==> src/rtl/gcd_pkg.sv <==
`default_nettype none
package gcd_pkg;

  // Coordinate format and iteration counts
  localparam int COORD_FRAC_BITS   = 16;
  localparam int CORDIC_ITERATIONS = 20;
  localparam int ROT_N = (CORDIC_ITERATIONS < 32) ? CORDIC_ITERATIONS : 32;

  // Field widths
  localparam int LAT_W  = 24;
  localparam int LON_W  = 25;
  localparam int DIST_W = 23;
  localparam int DLAT_W = LAT_W + 1;
  localparam int DLON_W = LON_W + 1;
  localparam logic [DIST_W-1:0] DIST_MAX = '1;

  // Degree to phase conversion (phase in 2^-32 turn)
  localparam int PH_SHIFT = COORD_FRAC_BITS + 8;
  localparam int PH_W     = 32;
  localparam int PR_W     = PH_SHIFT + PH_W;
  localparam logic [31:0] DEG_TO_TURN = 32'd3054198966;
  localparam logic signed [PR_W-1:0] DEG_TO_TURN_S = $signed(PR_W'(DEG_TO_TURN));

  // Planar sum of squares
  localparam int PLAN_SHIFT = 2 * COORD_FRAC_BITS - 16;
  localparam int SUM_W      = 2 * DLON_W + 1;
  localparam int PLAN_W     = 51 - PLAN_SHIFT;

  // Datapath widths
  localparam int Q_FRAC  = 30;
  localparam int ROT_W   = 33;
  localparam int ANG_W   = 32;
  localparam int VEC_W   = 34;
  localparam int SQ_W    = 62;
  localparam int SQ_N    = 31;
  localparam int SQ_IW   = 5;
  localparam int ROOT_W  = 31;
  localparam int TURN_IW = 5;
  localparam longint Q30_ONE = 64'd1 << Q_FRAC;
  localparam logic signed [ROT_W-1:0] GAIN_Q30 = 33'sd652032874;
  localparam logic signed [ROT_W-1:0] ONE_ROT  = $signed(ROT_W'(Q30_ONE));

  // Angle to kilometres
  localparam int KM_W     = 34;
  localparam int KM_SHIFT = 40;
  localparam int MUL_W    = ROOT_W + KM_W;
  localparam logic [KM_W-1:0] KM_SCALE = 34'd5252682116;

  // Quadrant codes from the top phase bits
  localparam logic [1:0] QUAD_I   = 2'd0;
  localparam logic [1:0] QUAD_II  = 2'd1;
  localparam logic [1:0] QUAD_III = 2'd2;

  // Rotation lanes
  localparam int N_LANE   = 4;
  localparam int LN_LAT_A = 0;
  localparam int LN_LAT_B = 1;
  localparam int LN_DLAT  = 2;
  localparam int LN_DLON  = 3;

  // Square root lanes
  localparam int SL_COS = 0;
  localparam int SL_SIN = 1;

  // Pipeline stage positions
  localparam int ST_IN   = 0;
  localparam int ST_PH   = 1;
  localparam int ST_ROT0 = 2;
  localparam int ST_PLN  = ST_ROT0 + 1;
  localparam int ST_Q    = ST_ROT0 + ROT_N;
  localparam int ST_H1   = ST_Q + 1;
  localparam int ST_H2   = ST_H1 + 1;
  localparam int ST_H3   = ST_H2 + 1;
  localparam int ST_SQ0  = ST_H3 + 1;
  localparam int ST_V0   = ST_SQ0 + SQ_N;
  localparam int ST_M    = ST_V0 + ROT_N;
  localparam int ST_OUT  = ST_M + 1;
  localparam int N_STG   = ST_OUT + 1;

  typedef struct packed {
    logic mode;
    logic unreach;
  } side_t;

  localparam logic [ANG_W-1:0] ATAN_TURNS [32] = '{
    32'd536870912, 32'd316933406, 32'd167458907, 32'd85004756, 32'd42667331,
    32'd21354465, 32'd10679838, 32'd5340245, 32'd2670163, 32'd1335087,
    32'd667544, 32'd333772, 32'd166886, 32'd83443, 32'd41722, 32'd20861,
    32'd10430, 32'd5215, 32'd2608, 32'd1304, 32'd652, 32'd326, 32'd163,
    32'd81, 32'd41, 32'd20, 32'd10, 32'd5, 32'd3, 32'd1, 32'd1, 32'd0
  };

  function automatic logic [ANG_W-1:0] atan_at(input logic [TURN_IW-1:0] i);
    return ATAN_TURNS[i];
  endfunction

endpackage
`default_nettype wire

==> src/rtl/gcd_rot_cell.sv <==
`default_nettype none
module gcd_rot_cell import gcd_pkg::*; (
  input  logic                    clk,
  input  logic                    en,
  input  logic [TURN_IW-1:0]      idx,
  input  logic signed [ROT_W-1:0] x_in,
  input  logic signed [ROT_W-1:0] y_in,
  input  logic signed [ANG_W-1:0] z_in,
  input  logic [1:0]              q_in,
  output logic signed [ROT_W-1:0] x,
  output logic signed [ROT_W-1:0] y,
  output logic signed [ANG_W-1:0] z,
  output logic [1:0]              q
);
  logic signed [ROT_W-1:0] dx;
  logic signed [ROT_W-1:0] dy;
  logic signed [ANG_W-1:0] at;

  assign dx = y_in >>> idx;
  assign dy = x_in >>> idx;
  assign at = $signed(atan_at(idx));

  // Rotate toward zero residual angle
  always_ff @(posedge clk) begin
    if (en) begin
      if (!z_in[ANG_W-1]) begin
        x <= x_in - dx;
        y <= y_in + dy;
        z <= z_in - at;
      end else begin
        x <= x_in + dx;
        y <= y_in - dy;
        z <= z_in + at;
      end
      q <= q_in;
    end
  end
endmodule
`default_nettype wire

==> config.mk <==
export PLATFORM = sky130hd
export DESIGN_NAME = gcd_rot_cell
export DESIGN_NICKNAME = d
export VERILOG_FILES = /design/src/rtl/gcd_pkg.sv /design/src/rtl/gcd_rot_cell.sv
export SDC_FILE = /design/constraint.sdc
export NUM_CORES = 1
export LEC_CHECK = 0
export BUFFER_PORTS_ARGS = -buffer_cell sky130_fd_sc_hd__buf_2
export CAP_MARGIN = 20
export CORE_MARGIN = 3
export CORE_UTILIZATION = 55
export CTS_BUF_LIST = sky130_fd_sc_hd__clkbuf_8
export CTS_CLUSTER_DIAMETER = 100
export CTS_CLUSTER_SIZE = 40
export DETAILED_ROUTE_END_ITERATION = 16
export PLACE_DENSITY_LB_ADDON = 0.05
export SYNTH_ARGS = -nofsm -noshare
export SYNTH_HDL_FRONTEND = slang
export SYNTH_SLANG_ARGS = --single-unit
export TNS_END_PERCENT = 1
==> constraint.sdc <==
create_clock -name clk -period 14.4 [get_ports clk]
set_input_delay 0 -clock clk [delete_from_list [all_inputs] [get_ports clk]]
set_output_delay 0 -clock clk [all_outputs]
set_load 0.02 [all_outputs]
# Word level (Yosys, flattened, before mapping)
# Memory sizes are Yosys's and may differ from the RTL's.
# Cells that the tools add are included.
# totals
mem_count	1
out_inout_bits	100
romBits	1024
register_bits	100
in_bits	107
# memory_table
name	words	width	read_ports	rd_ports_with_merged_regs	write_ports	line_no	text
(name not given)	32	32	1	0	0	gcd_pkg.sv:94	return ATAN_TURNS[i];
# classes
addsub	6
n_mux	5
shift	2
n_bitwise	1
n_lt_le_gt_ge	1
# ops
cell	n
32-bit 2-to-1 mux	3
33-bit adder	2
33-bit 2-to-1 mux	2
33-bit by 5-bit >>> shifter with 33-bit output	2
33-bit subtractor	2
32-bit adder	1
32-bit subtractor	1
6-bit >= comparator (second input constant)	1
5-bit NOT with 6-bit output	1

# Depth between registers and ports, before layout
# logic_depth
depth_word	6
mapped_depth	30
ltp_nobuf	23

# Least setup slack after synthesis
# No wires, ideal clock.
# synth_path
path_kind	input to register
startpoint	input port idx[1]
endpoint	register z[30] (data pin)
stages	27
slack_ns	7.854
t_arrival_ns	6.289
path_buffers	5
setup_ns	0.258
path_cell_list	buf_2 -> inv_2 -> buf_2 -> buf_1 -> buf_2 -> ha_1 -> clkbuf_1 -> mux4_2 -> or4_1 -> a21boi_1 -> and2_1 -> nand3_1 -> nor3_1 -> a21boi_1 -> nor2_1 -> xor2_1 -> ha_1 -> a21o_1 -> a21oi_1 -> nor2b_1 -> a2111oi_0 -> nand4_1 -> a41o_1 -> a221o_1 -> a211o_1 -> a21oi_1 -> xnor2_1
# synth_via
elab_chain_len	6
# synth_lines
element	line_no	text
from (decl)	gcd_rot_cell.sv:5	input logic [TURN_IW-1:0] idx,
5-bit NOT with 6-bit output (not written as such) *	gcd_pkg.sv:94	
memory read 32 x 32 bit *	-	
32-bit 2-to-1 mux (not written as such) * (2 in series)	gcd_pkg.sv:94	
32-bit subtractor or 32-bit adder (tied branches)	gcd_rot_cell.sv:29, gcd_rot_cell.sv:33	
32-bit 2-to-1 mux *	gcd_rot_cell.sv:26	if (!z_in[ANG_W-1]) begin
to (signal assigned)	gcd_rot_cell.sv:29	z <= z_in - at;
to (signal assigned)	gcd_rot_cell.sv:33	z <= z_in + at;
to (decl)	gcd_rot_cell.sv:12	output logic signed [ANG_W-1:0] z,
# Every way passes the cells marked *; elsewhere a longest branch is shown, timed or not. The select of a mux whose other input is x is not followed.
# A chain may end at the register's enable or synchronous reset.

# Worst setup path after layout
# layout_path
startpoint	input port idx[0]
endpoint	register z[30] (data pin)
# Same word-level chain as after synthesis.

==> flow_summary_export.csv <==
group,metric,value,unit
sta,final.min_clock_period,6.90,ns
cts,post_cts.resized_instances,0,
min_path,worst_hold_path_type,"in2reg",
logic_synthesis,yosysWarningCount,0,
cts,cts.sink_count,100,
place,gp_routability_congestion,1.02,
drt,avgRoutedWirePerCell,22.5,um
worst_setup_path,crit_chain,"buf_4 > inv_2 > ha_1 > or2_2 > mux4_2 > a211o_1 > a21boi_1 > and2_1 > nand3_1 > nor3_1 > a21boi_1 > nor2_2 > xor2_1 > ha_1 > a21o_1 > a21oi_1 > nor2b_1 > a2111oi_0 > nand4_1 > a41o_1 > a221o_1 > a211o_1 > a21oi_1 > xnor2_1",
worst_setup_path,family_of_cells_with_the_greatest_summed_delay_on_the_critical_path,"compound AO/OA/AOI/OAI gates",
sta,sum_of_negative_setup_slack,0,ns
sta,worstMarginPinSlew,1.19,ns
drt,drtIter0Drc,1517,
power_and_ir_drop,power,1630,uW
logic_synthesis,synth.largest_area_cell,"sky130_fd_sc_hd__edfxtp_1",
grt,grt.overflow.total,0,
min_path,hp-start,"y_in[0]",
grt,grt_antenna_before_repair,1,
worst_setup_path,worstPathRequired,14.57,ns
drt,routed_via_density,6.65,
sta,layout_worst_path_cycle_share,0.479,
min_path,min_delay_path_depth,4,
power_and_ir_drop,total_leakage_power,0.00687,uW
logic_synthesis,synth.net_count,1916,
drt,via_count,14486,
floorplan,chipHeight,171,um
logic_synthesis,postSynth.topFlopCell,"sky130_fd_sc_hd__edfxtp_1",
worst_setup_path,worst_setup_path_start_kind,"input pin",
sta,timing.max_slew.rel_slack,0.206,
logic_synthesis,ys_top_cells_by_area,"sky130_fd_sc_hd__edfxtp_1, sky130_fd_sc_hd__mux4_2, sky130_fd_sc_hd__ha_1",
power_and_ir_drop,p_per_area,99.8,nW/um^2
place,place_hpwl,37500,um
floorplan,boundaryPins,207,
cts,htree_levels,3,
power_and_ir_drop,internal,901,uW
grt,grt.total_usage,0.328,
final_layout,finish.net_count,2054,
sta,unrepaired_setup_endpoints_after_global_routing,"false",
grt,number_of_global_route_vias_before_repair,13644,
logic_synthesis,number_of_different_library_cells_in_the_post_synthesis_netlist,87,
worst_setup_path,critical_path_peak_fanout,48,
worst_setup_path,critPathCaptureType,"flip-flop",
cts,clock-root-buffer,"sky130_fd_sc_hd__clkbuf_8",
worst_setup_path,critical_path.startpoint,"idx[0]",
cts,cts_made_buffers,9,
final_layout,drive_gt1_frac,0.203,
cts,cts.clk_slew.worst_paths,0.11,ns
final_layout,finalCoreUtilization,0.617,
sta,hold_slack,0.0458,ns
floorplan,start_util,0.566,
cts,cts_buffer_depth,2,
drt,drcViolationCount,0,
power_and_ir_drop,power_frac_seq,0.276,
drt,detail_route.first_pass.iterations,6,
logic_synthesis,syn-mean-instance-area,8.81,sq um
min_path,min_delay_worst_endpoint,"y[0]$_DFFE_PP_",
sta,final-max-slew-violation-count,0,
power_and_ir_drop,power.combinational.fraction,0.601,
floorplan,die_area,29200,sq um
power_and_ir_drop,clock_power_share,0.123,
sta,fmaxAchievable,145,MHz
floorplan,number_of_core_rows,59,
cts,tritoncts,"built",
job,max-cap-violations,0,
grt,grt_first_pass_wirelength,75500,um
floorplan,die_w,171,um
logic_synthesis,fraction_of_synthesized_cell_area_taken_by_the_top_area_cell_type,0.201,
logic_synthesis,synth.yosys.seq_area_share,0.201,
sta,final-hold-violation-count,0,
logic_synthesis,asyncSetResetFlopFracSynth,0,
logic_synthesis,ys_seq_elements,100,
logic_synthesis,syn_area,15000,sq um
power_and_ir_drop,netSwitchingPower,727,uW
worst_setup_path,critPathKind,"in2reg",
drt,wirelength,49000,um
sta,final_setup_violations,0,
logic_synthesis,post_synth_inst_count,1699,
worst_setup_path,crit_path_top_delay_cell,"sky130_fd_sc_hd__buf_4",
final_layout,area.growth.synth_to_final,8.92,%
power_and_ir_drop,irDropWorstVdd,0.0707,mV
worst_setup_path,critical_path_arrival,7.07,ns
logic_synthesis,synth-edff-count,100,
power_and_ir_drop,power_switching_share,0.447,
status,status,"complete, no violations",
place,numPortBuffers,206,
drt,detail-route-antenna-nets,0,
worst_setup_path,worst_path_largest_cell_delay,0.56,ns
grt,grt_max_degree,80,
worst_setup_path,worstPathBufferInverterCount,2,
floorplan,coreArea,26400,sq um
-- tightest hold or removal path: cells and delay by family --
family / cells / cell delay [ns]
buffers and inverters: 3 / 0.19
adders and majority gates: 1 / 0.12
-- flip-flops by register name (all words and copies together), names as in the netlist --
name	count
x	33
y	33
q	2
z	32
-- metrics by stage --
| stage | setup WS (ns) | std cells | area (sq um) |
|---|---|---|---|
| floorplan | 7.85 | 1699 | 15000 |
| detailed placement | 7.20 | 2154 | 16000 |
| CTS | 7.63 | 2176 | 16300 |
| finish | 7.50 | 2177 | 16300 |
| global route | 6.93 | 2176 | 16300 |
| global placement | 7.40 | 2154 | 16000 |
-- worst max-delay path by stage --
stage,endpoint,cells past startpoint
2_1_floorplan,z[30]$_DFFE_PP_,27
3_3_place_gp,z[30]$_DFFE_PP_,23
3_5_place_dp,z[30]$_DFFE_PP_,23
4_1_cts,z[30]$_DFFE_PP_,23
5_1_grt,z[30]$_DFFE_PP_,24
6_report,z[30]$_DFFE_PP_,24
-- cells in the mapped netlist (33+ instances only) --
cell type,number
sky130_fd_sc_hd__a21o_1,51
sky130_fd_sc_hd__a21oi_1,153
sky130_fd_sc_hd__clkbuf_1,46
sky130_fd_sc_hd__edfxtp_1,100
sky130_fd_sc_hd__ha_1,107
sky130_fd_sc_hd__inv_1,52
sky130_fd_sc_hd__mux2_2,35
sky130_fd_sc_hd__mux2i_1,71
sky130_fd_sc_hd__mux4_2,73
sky130_fd_sc_hd__nand2_1,140
sky130_fd_sc_hd__nand3_1,33
sky130_fd_sc_hd__nor2_1,138
sky130_fd_sc_hd__nor3_1,33
sky130_fd_sc_hd__o21ai_0,77
sky130_fd_sc_hd__xnor2_1,105
sky130_fd_sc_hd__xor2_1,67
-- cell families (layout without fill, tap and decap cells) --
logic type / count (synthesis) / in the layout / synth area share
AND/OR/NAND/NOR: 487 / 487 / 0.157
XOR/XNOR: 172 / 172 / 0.101
multiplexers: 190 / 190 / 0.192
AO/OA/AOI/OAI: 486 / 486 / 0.210
flip-flops: 100 / 100 / 0.201
adder cells (fa/ha/maj): 110 / 110 / 0.0934
buffers and inverters: 154 / 296 / 0.0459
other: 0 / 1 / 0
-- routing by layer --
layer	global-route usage	up-vias	share of wire	wire length [um]
met5	0	-	0.00018	9
met4	0.0959	2	0.027	1350
met3	0.0702	113	0.10	4890
met2	0.492	791	0.43	21100
met1	0.476	6900	0.44	21700
li1	-	6680	-	-
-- layout make-up --
type	instances	area, sq um
fillers	2380	10100
flip-flops and latches	100	3000
clock buffers	9	124
inverters	56	210
repair buffers	225	1200
diodes	1	2.50
well taps	335	419
multi-input cells	1445	11300
clock inverters	6	65.1
-- cell usage in the layout, fill, tap and decap left out, drive strengths merged, types with 51 or more instances in the layout --
cell and count:
inv 56, xnor2 105, mux4 73, buf 218, a21o 51, edfxtp 100
nor2 138, mux2i 71, nand2 140, a21oi 154, o21ai 88, xor2 67
ha 107
-- power groups by stage --
stage / combinational (uW) / clock, uW / sequential (uW)
floorplan: 598 / 0 / 566
detailed placement: 958 / 0 / 457
global route: 1060 / 210 / 460
CTS: 966 / 204 / 451
global placement: 951 / 0 / 456
finish: 978 / 200 / 450
-- what timing repair did --
item,in CTS,in global routing
buffers inserted,0,0
hold endpoints to repair,7,0
hold buffers,7,0
No activity file was read; power rests on OpenSTA's default activity.
