**src/rtl/gcd_pkg.sv**
```systemverilog
`default_nettype none
package gcd_pkg;

  // Coordinate format and iteration counts
  localparam int COORD_FRAC_BITS   = 16;
  localparam int CORDIC_ITERATIONS = 20;
  localparam int ROT_N = (CORDIC_ITERATIONS < 32) ? CORDIC_ITERATIONS : 32;

  // Field widths
  localparam int LAT_W  = 24;
  localparam int LON_W  = 25;
  localparam int DIST_W = 23;
  localparam int DLAT_W = LAT_W + 1;
  localparam int DLON_W = LON_W + 1;
  localparam logic [DIST_W-1:0] DIST_MAX = '1;

  // Degree to phase conversion (phase in 2^-32 turn)
  localparam int PH_SHIFT = COORD_FRAC_BITS + 8;
  localparam int PH_W     = 32;
  localparam int PR_W     = PH_SHIFT + PH_W;
  localparam logic [31:0] DEG_TO_TURN = 32'd3054198966;
  localparam logic signed [PR_W-1:0] DEG_TO_TURN_S = $signed(PR_W'(DEG_TO_TURN));

  // Planar sum of squares
  localparam int PLAN_SHIFT = 2 * COORD_FRAC_BITS - 16;
  localparam int SUM_W      = 2 * DLON_W + 1;
  localparam int PLAN_W     = 51 - PLAN_SHIFT;

  // Datapath widths
  localparam int Q_FRAC  = 30;
  localparam int ROT_W   = 33;
  localparam int ANG_W   = 32;
  localparam int VEC_W   = 34;
  localparam int SQ_W    = 62;
  localparam int SQ_N    = 31;
  localparam int SQ_IW   = 5;
  localparam int ROOT_W  = 31;
  localparam int TURN_IW = 5;
  localparam longint Q30_ONE = 64'd1 << Q_FRAC;
  localparam logic signed [ROT_W-1:0] GAIN_Q30 = 33'sd652032874;
  localparam logic signed [ROT_W-1:0] ONE_ROT  = $signed(ROT_W'(Q30_ONE));

  // Angle to kilometres
  localparam int KM_W     = 34;
  localparam int KM_SHIFT = 40;
  localparam int MUL_W    = ROOT_W + KM_W;
  localparam logic [KM_W-1:0] KM_SCALE = 34'd5252682116;

  // Quadrant codes from the top phase bits
  localparam logic [1:0] QUAD_I   = 2'd0;
  localparam logic [1:0] QUAD_II  = 2'd1;
  localparam logic [1:0] QUAD_III = 2'd2;

  // Rotation lanes
  localparam int N_LANE   = 4;
  localparam int LN_LAT_A = 0;
  localparam int LN_LAT_B = 1;
  localparam int LN_DLAT  = 2;
  localparam int LN_DLON  = 3;

  // Square root lanes
  localparam int SL_COS = 0;
  localparam int SL_SIN = 1;

  // Pipeline stage positions
  localparam int ST_IN   = 0;
  localparam int ST_PH   = 1;
  localparam int ST_ROT0 = 2;
  localparam int ST_PLN  = ST_ROT0 + 1;
  localparam int ST_Q    = ST_ROT0 + ROT_N;
  localparam int ST_H1   = ST_Q + 1;
  localparam int ST_H2   = ST_H1 + 1;
  localparam int ST_H3   = ST_H2 + 1;
  localparam int ST_SQ0  = ST_H3 + 1;
  localparam int ST_V0   = ST_SQ0 + SQ_N;
  localparam int ST_M    = ST_V0 + ROT_N;
  localparam int ST_OUT  = ST_M + 1;
  localparam int N_STG   = ST_OUT + 1;

  typedef struct packed {
    logic mode;
    logic unreach;
  } side_t;

  localparam logic [ANG_W-1:0] ATAN_TURNS [32] = '{
    32'd536870912, 32'd316933406, 32'd167458907, 32'd85004756, 32'd42667331,
    32'd21354465, 32'd10679838, 32'd5340245, 32'd2670163, 32'd1335087,
    32'd667544, 32'd333772, 32'd166886, 32'd83443, 32'd41722, 32'd20861,
    32'd10430, 32'd5215, 32'd2608, 32'd1304, 32'd652, 32'd326, 32'd163,
    32'd81, 32'd41, 32'd20, 32'd10, 32'd5, 32'd3, 32'd1, 32'd1, 32'd0
  };

  function automatic logic [ANG_W-1:0] atan_at(input logic [TURN_IW-1:0] i);
    return ATAN_TURNS[i];
  endfunction

endpackage
`default_nettype wire

```
**src/rtl/gcd_sqrt_cell.sv**
```systemverilog
`default_nettype none
module gcd_sqrt_cell import gcd_pkg::*; (
  input  logic             clk,
  input  logic             en,
  input  logic [SQ_IW-1:0] k,
  input  logic [SQ_W-1:0]  v_in,
  input  logic [SQ_W-1:0]  r_in,
  output logic [SQ_W-1:0]  v,
  output logic [SQ_W-1:0]  r
);
  logic [SQ_W-1:0] bitv;
  logic [SQ_W-1:0] trial;

  assign bitv  = SQ_W'(1) << {k, 1'b0};
  assign trial = r_in + bitv;

  // Settle one root bit
  always_ff @(posedge clk) begin
    if (en) begin
      if (v_in >= trial) begin
        v <= v_in - trial;
        r <= (r_in >> 1) + bitv;
      end else begin
        v <= v_in;
        r <= r_in >> 1;
      end
    end
  end
endmodule
`default_nettype wire

```
**config.mk**
```make
export PLATFORM = sky130hd
export DESIGN_NAME = gcd_sqrt_cell
export DESIGN_NICKNAME = d
export VERILOG_FILES = /design/src/rtl/gcd_pkg.sv /design/src/rtl/gcd_sqrt_cell.sv
export SDC_FILE = /design/constraint.sdc
export NUM_CORES = 1
export LEC_CHECK = 0
export ABC_CLOCK_PERIOD_IN_PS = 8000
export BUFFER_PORTS_ARGS = -buffer_cell sky130_fd_sc_hd__buf_4
export CORE_MARGIN = 2
export CORE_UTILIZATION = 43
export DETAILED_ROUTE_END_ITERATION = 7
export GPL_ROUTABILITY_DRIVEN = 0
export HOLD_SLACK_MARGIN = 0.15
export MAX_ROUTING_LAYER = met4
export PLACE_DENSITY = 0.63
export SLEW_MARGIN = 0
export SYNTH_ARGS = -nofsm -noshare
export SYNTH_HDL_FRONTEND = slang
export SYNTH_SLANG_ARGS = --single-unit
```
**constraint.sdc**
```tcl
create_clock -name clk -period 8 [get_ports clk]
set_input_delay 0 -clock clk [delete_from_list [all_inputs] [get_ports clk]]
set_output_delay 0 -clock clk [all_outputs]
set_load 0.05 [all_outputs]
```
---- Word-level counts from Yosys, hierarchy flattened ----
Index checks and enable logic that the tools add are counted.
word-level totals
  flip-flop bits (word level) ............. 124
  bits of input ports ..................... 131
  output and inout bits ................... 124
  word-level logic and storage cells ...... 10
operators by class
  add/subtract/negate cells ............... 3
  $lt $le $gt $ge ......................... 1
  shifts and indexed selects .............. 1
  muxes and demuxes ....................... 2
operators with widths
  operator                count
  $add A61 B62 Y62        1
  $add A62 B62 Y62        1
  $ge A62 B62 Y1          1
  $mux W62                1
  $shl A1 B6 Y62 const A  1
  $sub A62 B62 Y62        1
  $mux W61                1

---- Depth between registers and ports, before layout ----
Gate-level depths: netlist (run 1).
  depth in word-level cells ............... 4
  gate-level depth with buffers ........... 30
  gate-level depth less buffers ........... 24

---- Worst setup path after synthesis (run 1) ----
No wires, ideal clock.
  kind .................................... input port to flip-flop
  start ................................... in k[2]
  end ..................................... reg r[21], data pin
  library setup time ...................... 259 ps
  data arrival time ....................... 5647 ps
  required time ........................... 7741 ps
  setup slack ............................. 2094 ps
  cell stages on the path ................. 28
  buffers on the path ..................... 5
  path through ............................ nand2b_1 clkbuf_1 clkbuf_1 nor2_1 ha_1 and2_1 a21oi_1 a2111oi_2 o22ai_1 nor4_2 inv_1 a41oi_1 a31o_2 a31oi_1 xor2_1 ha_1 clkbuf_1 nand3_1 or4_1 nor4_1 a211oi_1 o21ai_0 inv_1 a31o_2 clkbuf_1 buf_2 a21oi_1 xnor2_1
between the ends
  cells in the longest elaborated chain, start to end .. 4
  elaborated cells between the ends (all ways) .. 5
  classes of those cells .................. add/sub (2); order compare (1); shift (1); mux (1)
RTL lines
  what                  line                 RTL
  from (decl)           gcd_sqrt_cell.sv:5   input logic [SQ_IW-1:0] k,
  $shl A1 B6 Y62 *      gcd_sqrt_cell.sv:14  assign bitv = SQ_W'(1) << {k, 1'b0};
  $add A62 B62 Y62      gcd_sqrt_cell.sv:15  assign trial = r_in + bitv;
  $ge A62 B62 Y1        gcd_sqrt_cell.sv:20  if (v_in >= trial) begin
  $mux W61 *            gcd_sqrt_cell.sv:20
  to (signal assigned)  gcd_sqrt_cell.sv:22  r <= (r_in >> 1) + bitv;
  to (signal assigned)  gcd_sqrt_cell.sv:25  r <= r_in >> 1;
  to (decl)             gcd_sqrt_cell.sv:9   output logic [SQ_W-1:0] r
Every way passes the cells marked *; elsewhere a longest branch is shown, timed or not.
A chain may end at the register's enable or synchronous reset.

---- Worst setup path after layout (run 1) ----
  start ................................... in k[1]
  end ..................................... reg r[10], data pin
Same word-level chain as after synthesis.

==> impl_summary.txt, run 1 <==
----------------------------------------------------
[Cells and area]
  Fraction of layout instances using a drive strength above 1 ... 15.9%
  Fin util ... 55.9%
  Area growth from synthesis to layout ... 28.2%
  Number of nets at the end of the flow ... 2338
  Leading cell type in the layout, fill and taps excluded ... buf_4
  Antenna diode instance count ... 0
  Top library cells by usage in the layout, fill and taps aside ... buf_4, nand2_1, nor2_1

[Drt]
  Number of nets with antenna violations after detailed routing ... 0
  Drt via density ... 5.92
  DRC errors left ... 0
  Routed wirelength normalized by instance count ... 19.2 um
  Total number of vias ... 15100
  Routed wire length ... 49000 um
  Number of iterations in the first detailed-routing pass ... 8
  Initial DRC Count ... 1420

[Placement]
  Pre-CTS WS ... 1.05 ns
  # port buffers ... 254
  Detailed placement HPWL ... 38500 um

[Hold path]
  Worst hold path endpoint ... r[14]
  Hold crit path type ... in2reg
  Number of cells traversed by the worst hold path ... 1
  Origin of the worst min-delay path ... en

[Global route]
  Initial antenna violation count ... 0
  Largest net degree at the start of global routing ... 68
  GRT Residual Overflow ... 0
  First-pass GRT wire length ... 75800 um
  Vias in the first global route ... 14000
  Total Routing Usage GR ... 29.0%

[Power]
  Switching Fraction ... 40.2%
  Design internal power ... 1.75 mW
  Maximum VDD drop ... 0.000152 V
  Leakage power total ... 7.22 nW
  Share of total power in sequential cells ... 29.2%
  Proportion of power drawn by the clock network ... 26.5%
  Comb pwr share ... 44.3%
  Switching component of the power ... 1.18 mW
  Post-route total power ... 2.93 mW
  Pwr dens ... 161 nW/um^2

[Status]
  Status ... finished, final reports clean

[Timing]
  Final worst path period need ... 6.98 ns
  Worst-case headroom to the max-slew limit ... 41.6%
  Crit path setup slack, layout ... 1.02 ns
  Peak Freq ... 143 MHz
  Setup repair after global routing missed its margin ... no
  Total of endpoints with negative setup slack in the final report ... 0
  Sum Neg Setup Slack ... 0 ns
  Number of hold-slack violations in the final timing report ... 0
  Worst-case hold slack ... 0.133 ns
  Final worst path period share ... 87.2%
  Actual slew at the worst max-slew pin ... 0.877 ns
  Count of pins over their slew limit ... 0

[Floorplan]
  Die height ... 185 um
  Initial Util ... 43.6%
  Number of placed I/O pins ... 255
  Die span in x ... 185 um
  # rows ... 66
  Die outline area ... 34300 um^2
  Total core area ... 32500 um^2

[Critical path]
  Critical path endpoint category ... flip-flop
  Required time worst endpoint ... 8.20 ns
  Maximum fanout encountered on the critical timing path ... 40
  CP Launch Type ... input port
  Critical path class ... in2reg
  Critical Path AT ... 7.18 ns

[Synth]
  Cell type with the highest aggregate area in the netlist ... edfxtp_1
  Average cell area after synthesis ... 7.95 um^2
  Cell area after technology mapping ... 14100 um^2
  Nets in the synthesized netlist ... 2015
  Leading cell types by total area after synthesis ... edfxtp_1, ha_1, xnor2_1
  Main flop type after synthesis ... edfxtp_1
  Yosys reg bits ... 124
  Area share of the leading cell type in the synthesized netlist ... 26.3%
  Number of distinct library cells after synthesis ... 91
  Number of synthesized flops with an enable pin ... 124
  Number of warnings issued by yosys ... 0
  Post-synthesis sequential area ratio ... 26.3%
  Instance count of the mapped netlist ... 1777
  Share of synthesized flip-flops with an asynchronous set or reset ... 0%

[Clock network]
  TritonCTS clock tree ... yes
  CTS Root Buffer Type ... clkbuf_16
  Clk sink count ... 124
  Number of CTS-inserted buffers ... 17
  CTS H-tree depth ... 4
  Clock transition at the registers of the reported paths ... 0.06 ns
  Number of buffers on the longest clock path ... 2

[Run]
  Number of max-capacitance violations reported ... 0

----------------------------------------------------
## state kept, by name, indices dropped and copies added (netlist names)
| signal | cells |
|---|---|
| v | 62 |
| r | 62 |
## worst max-delay path by stage
stage	start	end	slack [ns]	cells past startpoint
global route	k[1]	r[10]	0.51	26
floorplan	k[2]	r[21]	2.09	28
global placement	k[1]	r[25]	1.13	26
finish	k[1]	r[10]	1.02	26
detailed placement	k[1]	r[33]	1.05	26
CTS	k[1]	r[10]	1.10	26
## worst max-delay path, stage by stage
cell and delay [ns]:
buf_4 0.15, or3_1 0.53, nor2_1 0.21, ha_1 0.33, a311o_1 0.34, o211ai_1 0.12
nand2_1 0.08, o22ai_1 0.29, nor4_2 0.13, o21ai_2 0.30, o21ai_2 0.12, o41ai_1 0.61
o41ai_2 0.18, xnor2_1 0.30, ha_1 0.37, nand4_1 0.13, nor2_1 0.05, nand4_1 0.18
nor4_1 0.08, a211oi_1 0.57, o21ai_0 0.19, inv_1 0.15, a31o_2 0.64, buf_4 0.40
o21ai_0 0.14, dlygate4sd3_1 0.57
## logic make-up (layout without fill, tap and decap cells)
group	Yosys count	count (layout)	share of synthesized area, %
buf+inv	129	464	3.76
mux	2	2	0.142
fa+ha+maj	109	109	9.67
xor+xnor	182	182	11.3
simple gates	634	634	21.5
compound gates	597	597	27.3
flops	124	124	26.3
## area by class of cell
| class | count | area (um^2) |
|---|---|---|
| clock inverters | 11 | 126 |
| inverters | 44 | 165 |
| fillers | 3018 | 14300 |
| multi-input cells | 1524 | 9890 |
| repair buffers | 389 | 3230 |
| flip-flops and latches | 124 | 3720 |
| clock buffers | 20 | 437 |
| well taps | 442 | 553 |
## layer usage
layer	wire length, um	share of wire (%)	GRT usage, %	vias up
met5	0	0	-	-
met4	1350	2.8	10.0	0
met3	4410	9.0	4.15	86
met2	20600	42	41.5	710
met1	22600	46	41.6	7049
li1	-	-	-	7265
## per-stage QoR
stage          area [um^2]  std cells
4_1_cts              18100       2554
6_report             18100       2554
5_1_grt              18100       2554
3_3_place_gp         16300       2398
3_5_place_dp         16300       2398
2_1_floorplan        14100       1777
## repair_timing
action,in CTS,in global routing
gates resized for setup,0,0
setup buffers,0,0
hold endpoints to repair,123,0
hold buffers,125,0
## synthesized netlist by cell type (all sizes together), types with 16 or more instances
library cell,number
nand2,193
nor2,192
a21oi,170
o21ai,142
edfxtp,124
xnor2,108
ha,106
xor2,74
clkbuf,65
a31oi,47
inv,44
nand4,44
nand3,37
a21o,36
o21bai,31
nor3,29
and2,20
and3,20
buf,20
nand2b,18
o211ai,18
o21a,18
o31ai,16
## power by group through the flow
| stage | clock network [mW] | registers (mW) | logic (mW) |
|---|---|---|---|
| 5_1_grt | 0.816 | 0.862 | 1.39 |
| 3_3_place_gp | 0 | 0.868 | 1.21 |
| 2_1_floorplan | 0 | 1.16 | 0.545 |
| 4_1_cts | 0.792 | 0.855 | 1.28 |
| 6_report | 0.776 | 0.855 | 1.30 |
| 3_5_place_dp | 0 | 0.867 | 1.22 |
(Power assumes the default switching activity.)
==> inputs of run 2 (changes only) <==
==> constraint.sdc (replaced) <==
create_clock -name clk -period 8 [get_ports clk]
set_input_delay 0.8 -clock clk [delete_from_list [all_inputs] [get_ports clk]]
set_output_delay 0.8 -clock clk [all_outputs]
set_load 0.05 [all_outputs]
==> run 2 against run 1 <==
Against the previous run:
- fmax decreased by 3.0%
- cell count decreased by 4.6%
- via count decreased by 2.5%
- clock power decreased by 7.0%
- critical path depth increased by 1
- sequential power about the same
==> impl_summary.txt, run 2 (same netlist as run 1, synthesis figures left out) <==
----------------------------------------------------
[Status]
  Status ... finished, final reports clean (unchanged)

[Placement]
  Detailed placement HPWL ... 37800 um (was 38500 um)
  # port buffers ... 254 (unchanged)
  Pre-CTS WS ... 0.444 ns (was 1.05 ns)

[Drt]
  Initial DRC Count ... 1369 (was 1420)
  Number of iterations in the first detailed-routing pass ... 6 (was 8)
  Wire length on met3 ... 4390 um (was 4410 um)
  Routed wirelength normalized by instance count ... 19.6 um (was 19.2 um)
  Number of nets with antenna violations after detailed routing ... 0 (unchanged)
  Drt via density ... 6.05 (was 5.92)
  Routed wire length ... 47600 um (was 49000 um)
  Highest metal layer with signal wires ... met4 (unchanged)
  Detailed-route wire length on metal 1 ... 22500 um (was 22600 um)
  Total met2 wirelength after detailed routing ... 19800 um (was 20600 um)
  DRC errors left ... 0 (unchanged)
  Total number of vias ... 14700 (was 15100)

[Timing]
  Total of endpoints with negative setup slack in the final report ... 0 (unchanged)
  Crit path setup slack, layout ... 0.803 ns (was 1.02 ns)
  Count of pins over their slew limit ... 0 (unchanged)
  Setup repair after global routing missed its margin ... no (unchanged)
  Worst-case headroom to the max-slew limit ... 37.5% (was 41.6%)
  Number of hold-slack violations in the final timing report ... 0 (unchanged)
  Actual slew at the worst max-slew pin ... 0.937 ns (was 0.877 ns)
  Final worst path period share ... 90.0% (was 87.2%)
  Final worst path period need ... 7.20 ns (was 6.98 ns)
  Sum Neg Setup Slack ... 0 ns (unchanged)
  Peak Freq ... 139 MHz (was 143 MHz)

[Critical path]
  Worst path max stage delay ... 0.83 ns (was 0.64 ns)
  Top cell family by delay on the critical path ... compound AO/OA/AOI/OAI gates (unchanged)
  Cell repeated most along the worst path ... a21oi_1
  CP Buf/Inv Count ... 3 (was 4)
  Maximum fanout encountered on the critical timing path ... 39 (was 40)
  Critical path class ... in2reg (unchanged)
  Slowest CP cell ... a31o_2 (unchanged)
  Critical path endpoint category ... flip-flop (unchanged)
  Critical Path AT ... 7.40 ns (was 7.18 ns)
  Required time worst endpoint ... 8.20 ns (about the same)
  CP Launch Type ... input port (unchanged)

[Clock network]
  CTS Root Buffer Type ... clkbuf_16 (unchanged)
  TritonCTS clock tree ... yes (unchanged)
  Number of instances resized during post-cts repair ... 0 (unchanged)
  Hold-fix buffers, CTS ... 0 (was 125)
  Clk sink count ... 124 (unchanged)
  Number of CTS-inserted buffers ... 17 (unchanged)
  Clock transition at the registers of the reported paths ... 0.06 ns (about the same)
  CTS H-tree depth ... 4 (unchanged)
  Number of buffers on the longest clock path ... 2 (unchanged)
  Post-CTS setup buffers ... 0 (unchanged)

[Global route]
  Largest net degree at the start of global routing ... 71 (was 68)
  Initial antenna violation count ... 0 (unchanged)
  Total Routing Usage GR ... 28.4% (was 29.0%)
  First-pass GRT wire length ... 73700 um (was 75800 um)
  Vias in the first global route ... 13400 (was 14000)
  GRT Residual Overflow ... 0 (unchanged)

[Power]
  Maximum VDD drop ... 0.000147 V (was 0.000152 V)
  Leakage power total ... 6.71 nW (was 7.22 nW)
  Pwr dens ... 167 nW/um^2 (was 161 nW/um^2)
  Post-route total power ... 2.83 mW (was 2.93 mW)

[Hold path]
  Hold crit path type ... in2reg (unchanged)
  Worst hold path endpoint ... v[2] (was r[14])
  Origin of the worst min-delay path ... v_in[2] (was en)
  Number of cells traversed by the worst hold path ... 3 (was 1)

[Cells and area]
  Largest registers ... r x62, v x62 (unchanged)
  Top library cells by usage in the layout, fill and taps aside ... buf_4, nand2_1, nor2_1 (unchanged)
  Area growth from synthesis to layout ... 19.7% (was 28.2%)
  Number of nets at the end of the flow ... 2218 (was 2338)
  Fraction of layout instances using a drive strength above 1 ... 17.4% (was 15.9%)
  Fin util ... 52.1% (was 55.9%)
  Leading cell type in the layout, fill and taps excluded ... buf_4 (unchanged)

[Floorplan]
  Total core area ... 32500 um^2 (unchanged)
  Number of placed I/O pins ... 255 (unchanged)
  Die span in x ... 185 um (unchanged)
  Die outline area ... 34300 um^2 (unchanged)
  Die height ... 185 um (unchanged)
  # rows ... 66 (unchanged)
  Initial Util ... 43.6% (unchanged)

[Run]
  Number of max-capacitance violations reported ... 0 (unchanged)

----------------------------------------------------
==> run 2: layout make-up <==
type | count | area [um^2]
Clock buffer | 18 | 429
Clock inverter | 14 | 98.8
Sequential cell | 124 | 3720
Tap cell | 442 | 553
Multi-Input combinational cell | 1524 | 9890
Antenna cell | 1 | 2.50
Fill cell | 3159 | 15500
Inverter | 44 | 165
Timing Repair Buffer | 269 | 2060
==> run 2: metal layers <==
layer / global-route usage, % / vias up
met5: - / -
met2: 39.7 / 790
met1: 41.8 / 6845
met4: 8.44 / 0
li1: - / 7030
met3: 4.23 / 74
==> run 2: how the worst max path moves through the flow <==
stage | startpoint | to | slack (ns) | cells after the start
final | k[1] | r[13] | 0.80 | 27
after global routing | k[1] | r[9] | 0.13 | 27
after CTS | k[1] | r[13] | 0.90 | 27
after detailed placement | k[1] | r[13] | 0.44 | 27
after global placement | k[1] | r[13] | 0.54 | 27
after floorplan | k[2] | r[21] | 1.29 | 28
==> run 2: metrics by stage <==
stage | std cells | cell area (um^2) | hold WS (ns)
6_report | 2436 | 16900 | 0.637
3_5_place_dp | 2403 | 16400 | 1.10
4_1_cts | 2435 | 16900 | 0.622
3_3_place_gp | 2403 | 16400 | 1.10
5_1_grt | 2435 | 16900 | 0.628
2_1_floorplan | 1777 | 14100 | 0.912
==> run 2: where the power goes <==
part,switching [mW],internal [mW]
sequential,0.0274,0.828
combinational,0.839,0.409
clock,0.328,0.394
